<file path="config.mk">
export PLATFORM = sky130hd
export DESIGN_NAME = tbi_div_step
export DESIGN_NICKNAME = d
export VERILOG_FILES = /design/src/sv/tbi_pkg.sv /design/src/sv/tbi_div_step.sv
export SDC_FILE = /design/constraint.sdc
export NUM_CORES = 1
export LEC_CHECK = 0
export BUFFER_PORTS_ARGS = -buffer_cell sky130_fd_sc_hd__buf_2
export CORE_AREA = 5 5 132 134
export CTS_CLUSTER_SIZE = 10
export DETAILED_ROUTE_END_ITERATION = 8
export DIE_AREA = 0 0 137 139
export GPL_TIMING_DRIVEN = 0
export PLACE_DENSITY = 0.66
export SKIP_CTS_REPAIR_TIMING = 1
export SYNTH_ARGS = -nofsm -noshare
export SYNTH_HDL_FRONTEND = slang
export SYNTH_SLANG_ARGS = --single-unit
</file>
<file path="constraint.sdc">
create_clock -name clk -period 0.8 [get_ports clk]
set_clock_uncertainty 0.15 [all_clocks]
set_input_delay 0.04 -clock clk [delete_from_list [all_inputs] [get_ports clk]]
set_output_delay 0.04 -clock clk [all_outputs]
set_load 0.005 [all_outputs]
</file>
<file path="src/sv/tbi_pkg.sv">
`timescale 1ns / 1ps
`default_nettype none

package tbi_pkg;

	localparam int COORD_W      = 16;
	localparam int VALUE_W      = 16;
	localparam int CFG_W        = 2 * COORD_W;
	localparam int CFG_IDX_W    = 3;

	localparam int DIFF_W       = COORD_W + 1;
	localparam int PROD_W       = 2 * DIFF_W;
	localparam int CROSS_W      = PROD_W + 1;
	localparam int WEIGHT_W     = CROSS_W - 1;
	localparam int TOTAL_W      = WEIGHT_W + 2;
	localparam int TERM_W       = VALUE_W + WEIGHT_W + 1;
	localparam int NUM_W        = TERM_W + 2;
	localparam int QUO_W        = VALUE_W;
	localparam int REM_W        = TOTAL_W + QUO_W;

	localparam int FRONT_STAGES = 6;
	localparam int RESULT_LAT   = FRONT_STAGES + QUO_W + 1;

	typedef enum logic [CFG_IDX_W-1:0] {
		REG_A_POS = 3'd0,
		REG_B_POS = 3'd1,
		REG_C_POS = 3'd2,
		REG_A_VAL = 3'd3,
		REG_B_VAL = 3'd4,
		REG_C_VAL = 3'd5
	} cfg_reg_t;

	typedef logic signed [COORD_W-1:0] coord_t;
	typedef logic signed [VALUE_W-1:0] value_t;
	typedef logic [WEIGHT_W-1:0] weight_t;

	typedef struct packed {
		logic neg;
		logic deg;
		logic [REM_W-1:0] rem;
		logic [REM_W-1:0] dvsr;
		logic [QUO_W-1:0] quo;
	} div_word_t;

endpackage

`default_nettype wire

</file>
<file path="src/sv/tbi_div_step.sv">
`timescale 1ns / 1ps
`default_nettype none

module tbi_div_step (
	input  wire logic clk,
	input  wire logic arst_n,
	input  wire logic in_valid,
	input  wire tbi_pkg::div_word_t in_word,
	output logic out_valid,
	output tbi_pkg::div_word_t out_word
);
	import tbi_pkg::*;

	div_word_t next_c;
	div_word_t word_s1;
	logic      ge_c;
	logic      valid_s1;

	// one restoring step: divisor walks right one bit per stage
	always_comb begin
		ge_c = (in_word.rem >= in_word.dvsr);
		next_c = in_word;
		next_c.rem = ge_c ? (in_word.rem - in_word.dvsr) : in_word.rem;
		next_c.dvsr = in_word.dvsr >> 1;
		next_c.quo = {in_word.quo[QUO_W-2:0], ge_c};
	end

	always_ff @(posedge clk or negedge arst_n) begin
		if (!arst_n) begin
			valid_s1 <= 1'b0;
		end else begin
			valid_s1 <= in_valid;
		end
	end

	always_ff @(posedge clk) begin
		word_s1 <= next_c;
	end

	assign out_valid = valid_s1;
	assign out_word = word_s1;

endmodule

`default_nettype wire

</file>
After elaboration in Yosys (flattened, before gate mapping)
Cells that the tools add are included.
{ "totals": {"ff_bits": 122, "output_inout_bits": 123} }
{ "classes": {"magnitude_cmp": 1, "muxes": 1, "addsub": 1} }
{ "op_table": {"columns": ["op", "n"], "rows": [
  ["52-bit greater-or-equal comparator", 1],
  ["52-bit two-way mux", 1],
  ["52-bit subtractor", 1]
]} }

Logic depth before layout (Yosys ltp)
{ "depth": {"word_depth": 2, "ltp_mapped": 15, "depth_no_buf": 13} }

Worst setup path before layout
Ideal clock, no wire load.
{ "synth_timing": {"kind": "input to register", "startpoint": "in in_word[68] (netlist bit)", "endpoint": "reg word_s1, in the netlist out_word[92]", "path_stages": 13, "setup_ns": 0.119, "path_slack_ns": -1.835, "t_required_ns": 0.531, "n_path_buf": 1, "arrival_time_ns": 2.366, "path_cell_list": "inv_1 > ha_1 > fa_1 > nand2b_1 > a21oi_1 > o21bai_1 > a211oi_2 > o2111ai_2 > nand4b_1 > nand2_1 > buf_6 > a2111o_1 > o221a_2"} }
{ "synth_lines": {"columns": ["element", "line_no", "rtl"], "rows": [
  ["from (decl)", "tbi_div_step.sv:8", "input wire tbi_pkg::div_word_t in_word,"],
  ["to (signal assigned)", "tbi_div_step.sv:37", "word_s1 <= next_c;"],
  ["to (decl)", "tbi_div_step.sv:15", "div_word_t word_s1;"]
]} }

==> run summary <==
status: finished, violations left
failing checks: negative hold slack, negative setup slack
final setup margin: -1761 ps
total gr overflow: 0
Detailed Routing Iterations Pass 1: 6
core box area: 0.01617 mm2
P_leak: 5.269 nW
H-tree depth: 4
CP dominant cell by count: a2111o_1
share of cells above drive strength 1: 0.4643
CP max stage cell: a2111o_1
FP Rows: 47
post-detailed-route wirelength per cell: 16.34 um
max-slew violations: 0
Critical Path AT: 2730 ps
Worst Hold Class: primary input to flip-flop
Synth area leaders: dfxtp_1, ha_1, o21ai_0
max capacitance violation total: 0
Min Hold Slack: -431.7 ps
Yosys reg bits: 122
CP peak stage delay: 510 ps
total length of routed wires: 23080 um
P per Cell Area: 1909 mW/mm2
post-route design area: 0.01132 mm2
Required @ worst endpoint: 970 ps
routed vias: 7064
total track usage: 0.1927
worst-path cell chain: buf_8, inv_4, ha_4, nand4_1, a2111o_1, a31oi_4, o31a_1, o21a_4, o31ai_4, a2111o_1, a211o_1, o211a_1
Crit Path Max Fanout: 5
Inserted Clock Buffers: 17
Worst Path Buf+Inv: 2
cell family contributing the most delay on the critical path: compound AO/OA/AOI/OAI gates
CP endpoint kind: flip-flop
final core area utilization: 0.7000
ys async rst share: 0.008197
Post-layout nets: 1356
Fmax: 390.5 MHz
Max clock buf depth: 2
DRC: 0
RSZ-0062 raised after global routing: yes
Hold Crit Depth: 1
minimum clock period: 2561 ps
Multi-input gate area: 0.004294 mm2
Layout area overhead: 80.13%
Top FF cell, synth: dfxtp_1
Placed Cells: 1215
FILL cells: 1196
max_slew headroom: 0.5716
TritonCTS clock tree: done
pin count of the biggest net entering global routing: 17
DIE WIDTH: 137 um
Clock transition at path regs: 60 ps
mean number of vias per cell: 5.003
placed cell areas: 0.007961 mm2
gpl congestion: 0.8810
die height: 139 um
Worst-Margin Slew: 642.5 ps
crit share post-route: 3.201
Storage cell area: 0.002487 mm2
Max IR drop VDD: 0.001471 V
global-route wire length before repair: 29410 um
Critical Path Source Type: primary input
Synth warnings: 0
synthesized area per cell: 8.380 um2
initial antenna violation count: 1
die area: 0.01904 mm2
Tot Pwr: 0.02161 W
port bufs: 245
post-DP HPWL: 14870 um
fin cells: 1412
Sink Count: 122
Synth top area share: 0.3854
WS Path Type: primary input to flip-flop
Synth Instances: 750
CTS root buffer: clkbuf_16
number of distinct library cells after synthesis: 68
sequential area share after synthesis: 0.3894
WP depth: 12
EDFF count, synth: 0
vias in the first global route: 6021
endpoints failing setup: 175
Mapped Area: 0.006285 mm2
Hold Violations, Final: 20
Initial DRC Count: 416
syn nets: 928
post-route antenna net violation count: 0
Initial Util: 0.3886
Ports: 248
cell taking the most area after synthesis: dfxtp_1
## final timing paths
check                             from            end
worst max-delay path       in_word[27]  out_word[119]
worst min-delay path       in_word[27]   out_word[26]
max in group asynchronous       arst_n      out_valid
min in group asynchronous       arst_n      out_valid
## final cells by class
cell class                      count  area share
Clock inverter                     14     0.01205
Tap cell                          220     0.02431
Buffer                             19     0.01879
Timing Repair Buffer              420      0.2794
Antenna cell                        1   0.0002210
Multi-Input combinational cell    526      0.3793
Sequential cell                   122      0.2197
Clock buffer                       18     0.03879
Inverter                           72     0.02741
## metrics by stage
step | setup TNS [ps] | setup WS [ps]
after floorplan | -83830 | -1775
after global placement | -126540 | -2522
after detailed placement | -130230 | -2596
after CTS | -136560 | -2153
after global routing | -116540 | -1838
final | -107610 | -1761
## cell usage in the layout, fill, tap and decap left out, drive strengths merged, types with 2 or more instances in the layout
master,synthesis,layout
a2111o,3,3
nand2b,7,7
nand3,11,11
or2,2,2
nor2b,4,4
xnor2,27,27
ha,52,52
o21a,11,11
or3,3,3
buf,13,317
clkinvlp,0,3
a31o,3,3
clkinv,0,6
xor2,19,19
a31oi,5,5
nor3,9,9
dfxtp,121,121
nand3b,2,2
o21bai,9,9
nor4,2,2
o211ai,4,4
a21o,18,18
o21ai,77,77
o31ai,3,3
a21oi,74,74
a21boi,5,5
nor2,27,27
nand2,95,95
a211oi,4,4
and2,7,7
inv,72,76
a41oi,3,3
o2111ai,2,2
clkbuf,17,26
dlygate4sd3,0,114
and3,4,4
nand4,14,14
## layer usage
metal  global-route usage  up-vias  wire [um]
li1                     -     3470          -
met1               0.2458     3303       9284
met2               0.3191      261      11780
met3              0.04064       30       1563
met4              0.06933        0        449
met5                    0        -          0
## where the power goes
part	switching (W)	internal [W]
registers	0.000189	0.00678
logic	0.00346	0.00361
clock network	0.00316	0.00441
## Yosys cell counts (11+ instances only)
cell type / count
dfxtp_1: 121
nand2_1: 95
o21ai_0: 76
inv_1: 72
a21oi_1: 71
ha_1: 52
nor2_1: 27
xnor2_1: 27
xor2_1: 19
a21o_1: 18
clkbuf_1: 17
nand4_1: 14
nand3_1: 11
## sequential cells by signal, summed over array words and instances (netlist names)
name and cells:
out_word 121, out_valid 1
## kinds of logic after synthesis
kind of cell,count (synthesis),synth area share
AO/OA/AOI/OAI,234,0.2323
XOR/XNOR,46,0.06411
adder cells (fa/ha/maj),53,0.1067
buffers and inverters,102,0.06530
flip-flops,122,0.3894
multiplexers,1,0.001792
other,1,0.0005967
AND/OR/NAND/NOR,191,0.1398
(Power assumes the default switching activity.)
