## src/sv/tbi_pkg.sv

```systemverilog
`timescale 1ns / 1ps
`default_nettype none

package tbi_pkg;

	localparam int COORD_W      = 16;
	localparam int VALUE_W      = 16;
	localparam int CFG_W        = 2 * COORD_W;
	localparam int CFG_IDX_W    = 3;

	localparam int DIFF_W       = COORD_W + 1;
	localparam int PROD_W       = 2 * DIFF_W;
	localparam int CROSS_W      = PROD_W + 1;
	localparam int WEIGHT_W     = CROSS_W - 1;
	localparam int TOTAL_W      = WEIGHT_W + 2;
	localparam int TERM_W       = VALUE_W + WEIGHT_W + 1;
	localparam int NUM_W        = TERM_W + 2;
	localparam int QUO_W        = VALUE_W;
	localparam int REM_W        = TOTAL_W + QUO_W;

	localparam int FRONT_STAGES = 6;
	localparam int RESULT_LAT   = FRONT_STAGES + QUO_W + 1;

	typedef enum logic [CFG_IDX_W-1:0] {
		REG_A_POS = 3'd0,
		REG_B_POS = 3'd1,
		REG_C_POS = 3'd2,
		REG_A_VAL = 3'd3,
		REG_B_VAL = 3'd4,
		REG_C_VAL = 3'd5
	} cfg_reg_t;

	typedef logic signed [COORD_W-1:0] coord_t;
	typedef logic signed [VALUE_W-1:0] value_t;
	typedef logic [WEIGHT_W-1:0] weight_t;

	typedef struct packed {
		logic neg;
		logic deg;
		logic [REM_W-1:0] rem;
		logic [REM_W-1:0] dvsr;
		logic [QUO_W-1:0] quo;
	} div_word_t;

endpackage

`default_nettype wire

```

## src/sv/tbi_numer.sv

```systemverilog
`timescale 1ns / 1ps
`default_nettype none

module tbi_numer (
	input  wire logic clk,
	input  wire logic arst_n,
	input  wire logic in_valid,
	input  wire tbi_pkg::weight_t weight [3],
	input  wire tbi_pkg::value_t vals [3],
	output logic out_valid,
	output tbi_pkg::div_word_t word
);
	import tbi_pkg::*;

	typedef logic signed [TERM_W-1:0] term_t;
	typedef logic signed [NUM_W-1:0] num_t;

	// vertex i pairs with the weight of the opposite edge
	localparam int OPP [3] = '{1, 2, 0};

	logic [TOTAL_W-1:0] total_s4, total_s5;
	term_t      term_s4 [3];
	num_t       num_s5;
	logic [NUM_W-1:0] mag_c;
	div_word_t  word_s6;
	logic       valid_s4, valid_s5, valid_s6;

	assign mag_c = num_s5[NUM_W-1] ? -num_s5 : num_s5;

	always_ff @(posedge clk or negedge arst_n) begin
		if (!arst_n) begin
			valid_s4 <= 1'b0;
			valid_s5 <= 1'b0;
			valid_s6 <= 1'b0;
		end else begin
			valid_s4 <= in_valid;
			valid_s5 <= valid_s4;
			valid_s6 <= valid_s5;
		end
	end

	always_ff @(posedge clk) begin
		total_s4 <= TOTAL_W'(weight[0]) + TOTAL_W'(weight[1]) + TOTAL_W'(weight[2]);
		for (int i = 0; i < 3; i++) begin
			term_s4[i] <= vals[i] * $signed({1'b0, weight[OPP[i]]});
		end
		num_s5 <= num_t'(term_s4[0]) + num_t'(term_s4[1]) + num_t'(term_s4[2]);
		total_s5 <= total_s4;
		word_s6.neg <= num_s5[NUM_W-1];
		word_s6.deg <= (total_s5 == '0);
		word_s6.rem <= mag_c[REM_W-1:0];
		word_s6.dvsr <= REM_W'(total_s5) << (QUO_W - 1);
		word_s6.quo <= '0;
	end

	assign out_valid = valid_s6;
	assign word = word_s6;

endmodule

`default_nettype wire

```

## config.mk

```make
export PLATFORM = sky130hd
export DESIGN_NAME = tbi_numer
export DESIGN_NICKNAME = d
export VERILOG_FILES = /design/src/sv/tbi_pkg.sv /design/src/sv/tbi_numer.sv
export SDC_FILE = /design/constraint.sdc
export NUM_CORES = 2
export LEC_CHECK = 0
export ABC_AREA = 1
export BUFFER_PORTS_ARGS = -buffer_cell sky130_fd_sc_hd__buf_2
export CORE_AREA = 2 2 435 329
export DETAILED_ROUTE_END_ITERATION = 12
export DIE_AREA = 0 0 437 331
export PLACE_DENSITY = 0.83
export SLEW_MARGIN = 20
export SYNTH_ARGS = -nofsm -noshare
export SYNTH_HDL_FRONTEND = slang
export SYNTH_SLANG_ARGS = --single-unit
```

## constraint.sdc

```tcl
create_clock -name clk -period 4.1 [get_ports clk]
set_clock_uncertainty 0.15 [all_clocks]
set_input_delay 0.82 -clock clk [delete_from_list [all_inputs] [get_ports clk]]
set_output_delay 0.82 -clock clk [all_outputs]
set_load 0.01 [all_outputs]
```

# After elaboration in Yosys (flattened, before gate mapping)

Memory sizes are Yosys's and may differ from the RTL's.
Index checks and enable logic that the tools add are counted.

Add/sub/neg operators: 5
Multipliers: 3
Muxes and demuxes: 1
Reduce and logical (&&, ||, !) cells: 1

Operators with widths:

| cell                                           | number |
|---|---|
| 16-bit by 35-bit multiplier with 51-bit output | 3 |
| 52-bit by 51-bit adder with 53-bit output      | 1 |
| 51-bit by 51-bit adder with 52-bit output      | 1 |
| 52-bit 2-to-1 mux                              | 1 |
| 52-bit negation                                | 1 |
| 35-bit by 34-bit adder with 36-bit output      | 1 |
| 36-bit zero test                               | 1 |
| 34-bit by 34-bit adder with 35-bit output      | 1 |

Register bits after elaboration: 218
Memory bits (writable): 153
Bits of input ports: 153
Output and inout port bits: 123
Logic and storage cells: 21
Memories kept: 1

Memories:

| memory  | words | width | rd ports | clocked after Yosys merged registers in | write ports | line            | RTL |
|---|---|---|---|---|---|---|---|
| term_s4 | 3     | 51    | 3        | 0                                       | 3           | tbi_numer.sv:22 | `term_t term_s4 [3];` |

# Logic depth before layout (Yosys ltp)

An unclocked memory read counts as a cell.

Word-level depth: 3
Mapped depth: 29
Gate-level depth less buffers: 27

# Worst setup path before layout

No wires, ideal clock.

Kind: input -> register
From: input weight[75] (netlist bit)
To: memory term_s4[0][136] (netlist bit)
Library setup time: 0.120 ns
Arrival time: 5.699 ns
Data required time: 3.830 ns
Setup slack: -1.868 ns
Cell stages on the path: 24
Buffers on the path: 2
Cells stage by stage: clkbuf_1 clkbuf_1 nand2_1 fa_1 inv_1 fa_1 inv_1 fa_1 inv_1 fa_1 fa_1 inv_1 fa_1 inv_1 ha_1 nand2_1 inv_2 nand2_1 inv_1 a21oi_1 nand2_1 nand2_1 nand3_1 xor2_1

RTL lines:

| what        | line            | RTL |
|---|---|---|
| from (decl) | tbi_numer.sv:8  | `input wire tbi_pkg::weight_t weight [3],` |
| to (decl)   | tbi_numer.sv:22 |  |

==> results.json <==
{
  "fin_ws_ns": -1.862,
  "layout.cells.non_filler": 13574,
  "crit_required_ns": 4.47,
  "ioPinCount": 276,
  "insertion_delay_ns": 0.63,
  "achievable-frequency_ghz": 0.1677,
  "maximum_number_of_pins_on_one_net_before_global_route_repair": 50,
  "drt-initial-drc-count": 9246,
  "grt_first_pass_wirelength_um": 452400,
  "timing.hold.worst.class": "input port to register",
  "die_w_um": 437,
  "max_slew_margin_pct": 48.41,
  "grt_use_total_pct": 41.28,
  "multiInputGateArea_um2": 62670,
  "avgViaCountPerCell": 5.556,
  "area.sequential_um2": 7443,
  "crit_path_start_kind": "input port",
  "cp-end-kind": "register",
  "cts_tree": "built",
  "vias_after_detailed_routing": 75415,
  "layout-drive-gt1-share_pct": 27.26,
  "dpl.cell_count": 13199,
  "finalCritPeriodShare_pct": 145.4,
  "drcViolationCount": 38,
  "yosys_reg_bits": 371,
  "place_hpwl_um": 221900,
  "synth.avg_cell_area_um2": 7.262,
  "max-cap-violations": 0,
  "synthTopCellsByArea": "sky130_fd_sc_hd__fa_1 37%, sky130_fd_sc_hd__nand2_1 15%, sky130_fd_sc_hd__inv_1 15%",
  "top_cell_type_s_share_of_synthesized_area_pct": 37.21,
  "initial_core_util_pct": 54.78,
  "area_delta_synth_final_pct": 30.34,
  "period_minus_slack_ns": 5.962,
  "status": "finished, violations left",
  "syn_inst": 10557,
  "wl_per_cell_um": 23.14,
  "rsz_0062_raised_after_global_routing": "true",
  "cts_buffer_count": 40,
  "final-hold-violation-count": 0,
  "critical_path.max_fanout": 5,
  "design.die.area_um2": 144600,
  "grt.overflow.total": 0,
  "cts_sinks": 371,
  "gpl.final_weighted_congestion": 1.037,
  "first_global_vias": 78466,
  "worst_setup_hold_path_clk_slew_ns": 0.08,
  "timing_worst_setup_path_type": "input port to register",
  "critical_path_arrival_ns": 6.33,
  "yosysUniqueCellTypes": 50,
  "wl_um": 314100,
  "antenna_found_initial": 22,
  "setup_viol": 134,
  "core_area_um2": 140000,
  "first_pass_iteration_count_of_the_detailed_router": 13,
  "failing_checks": "DRC, setup timing",
  "nNetsFinal": 13787,
  "rows": 119,
  "timing.reg2reg.worst_path_depth": 11,
  "layout.filler_cells": 9704,
  "tightest_slew_ns": 0.7668,
  "yosys_warnings": 0,
  "ant_nets": 0,
  "post_synth_instance_area_um2": 76660,
  "die_height_um": 331,
  "number_of_buffers_on_the_longest_clock_path": 3,
  "timing.final.max_slew_violations": 0,
  "ctsHtreeMaxLevel": 2,
  "seq_area_frac_synth_pct": 9.708,
  "ctsRootBufferMaster": "sky130_fd_sc_hd__clkbuf_16",
  "synth.largest_area_cell": "sky130_fd_sc_hd__fa_1",
  "holdPathStages": 1,
  "port_buffers": 243
}
-- registers in the layout (all words and copies together) (netlist names) --
| name | flops |
|---|---|
| term_s4 | 153 |
| word | 90 |
| num_s5 | 53 |
| total_s4 | 36 |
| total_s5 | 36 |
| out_valid | 1 |
| valid_s4 | 1 |
| valid_s5 | 1 |
-- synthesized netlist by cell type (all sizes together) --
cell    number
nand3      247
nand3b      24
or2         28
o31ai        1
inv       3103
dfrtp        3
ha         559
o21a         9
nand4       63
dfxtp      368
nand2     3201
a21oi      185
fa        1425
buf         43
o211ai       1
o21bai      33
nor4        17
xnor2       20
clkbuf     366
a31oi        4
conb         1
o21ai       74
and3         1
a21boi       5
a21o         6
xor2       161
and2        16
nor2       541
nor3        52
-- final timing paths --
check | slack (ns) | startpoint | to
max in group asynchronous | 3.34 | arst_n | valid_s5
worst min-delay path | 0.14 | in_valid | valid_s4
worst max register to register | 1.06 | term_s4[0][43] | num_s5[50]
worst min register to register | 0.16 | total_s4[6] | total_s5[6]
min in group asynchronous | 0.36 | arst_n | valid_s4
worst max-delay path | -1.86 | weight[45] | term_s4[0][39]
-- routing by layer --
layer,global-route usage (%),vias up,wire [µm]
met4,22.86,34,24630
met2,62.37,5742,130200
met3,16.72,1933,48030
met1,50.21,35804,109600
met5,3.032,-,1669
li1,-,31902,-
-- critical path, cell delays in order --
cell and delay [ns]:
sky130_fd_sc_hd__buf_16 0.16, sky130_fd_sc_hd__buf_16 0.20, sky130_fd_sc_hd__nand2_2 0.10, sky130_fd_sc_hd__fa_1 0.56, sky130_fd_sc_hd__inv_1 0.22, sky130_fd_sc_hd__fa_1 0.66, sky130_fd_sc_hd__fa_1 0.56, sky130_fd_sc_hd__fa_1 0.57
sky130_fd_sc_hd__fa_1 0.53, sky130_fd_sc_hd__inv_2 0.04, sky130_fd_sc_hd__fa_1 0.50, sky130_fd_sc_hd__inv_2 0.05, sky130_fd_sc_hd__ha_4 0.30, sky130_fd_sc_hd__buf_6 0.11, sky130_fd_sc_hd__nand2_4 0.06, sky130_fd_sc_hd__inv_4 0.07
sky130_fd_sc_hd__nand2_4 0.05, sky130_fd_sc_hd__nor3_4 0.22, sky130_fd_sc_hd__nand3b_1 0.12, sky130_fd_sc_hd__nand3b_1 0.17, sky130_fd_sc_hd__nand2_1 0.09, sky130_fd_sc_hd__nand3_1 0.08, sky130_fd_sc_hd__nand2_1 0.06
-- kinds of logic after synthesis --
logic type	after synthesis	synth area share (%)
other	1	0.004892
AO/OA/AOI/OAI	318	2.301
AND/OR/NAND/NOR	4190	22.22
flip-flops	371	9.708
buffers and inverters	3512	17.36
adder cells (fa/ha/maj)	1984	46.33
XOR/XNOR	181	2.068
-- layout make-up --
class | count | share of cell area [%]
Multi-Input combinational cell | 6705 | 62.72
Timing Repair Buffer | 1429 | 14.32
Inverter | 3103 | 11.72
Sequential cell | 371 | 7.449
Tap cell | 1875 | 2.348
Clock buffer | 49 | 1.106
Clock inverter | 24 | 0.3018
Antenna cell | 18 | 0.04508
-- per-stage QoR --
step | hold slack, ns | util [%] | instance area, µm² | worst slack (ns) | setup TNS [ns]
final | 0.1402 | 71.40 | 99930 | -1.862 | -189.20
after global routing | 0.1212 | 71.38 | 99900 | -1.977 | -202.01
after CTS | 0.1006 | 69.74 | 97600 | -1.447 | -154.64
after detailed placement | 0.1632 | 63.45 | 88800 | -2.282 | -278.43
after global placement | 0.1622 | 63.45 | 88800 | -2.287 | -270.62
after floorplan | 0.1596 | - | 81690 | -1.487 | -173.25
-- placed cells by master, fill, tap and decap left out, types with 56 or more instances in the layout --
cell type,instances
sky130_fd_sc_hd__nand4_1,63
sky130_fd_sc_hd__ha_4,114
sky130_fd_sc_hd__o21ai_0,56
sky130_fd_sc_hd__fa_1,1285
sky130_fd_sc_hd__nand2_1,2641
sky130_fd_sc_hd__nor2_4,124
sky130_fd_sc_hd__buf_4,882
sky130_fd_sc_hd__nor2_2,93
sky130_fd_sc_hd__nand2_2,398
sky130_fd_sc_hd__buf_12,129
sky130_fd_sc_hd__fa_2,140
sky130_fd_sc_hd__buf_2,112
sky130_fd_sc_hd__nor2_1,324
sky130_fd_sc_hd__inv_1,2754
sky130_fd_sc_hd__dfxtp_1,367
sky130_fd_sc_hd__nand2_4,151
sky130_fd_sc_hd__nand3_1,169
sky130_fd_sc_hd__inv_2,329
sky130_fd_sc_hd__ha_1,432
sky130_fd_sc_hd__xor2_1,122
sky130_fd_sc_hd__nand3_2,61
sky130_fd_sc_hd__a21oi_1,106
sky130_fd_sc_hd__buf_6,199
-- repair_timing --
action	in CTS	in global routing
resized for setup	1370	587
hold endpoints to repair	3	0
hold buffers	1	0
setup buffers	196	63
pin swaps	676	499
cloned	37	8
setup endpoints to repair	135	135
Power is not shown: default switching activity piles up to over one toggle a cycle in this logic, so the estimate is an artifact.
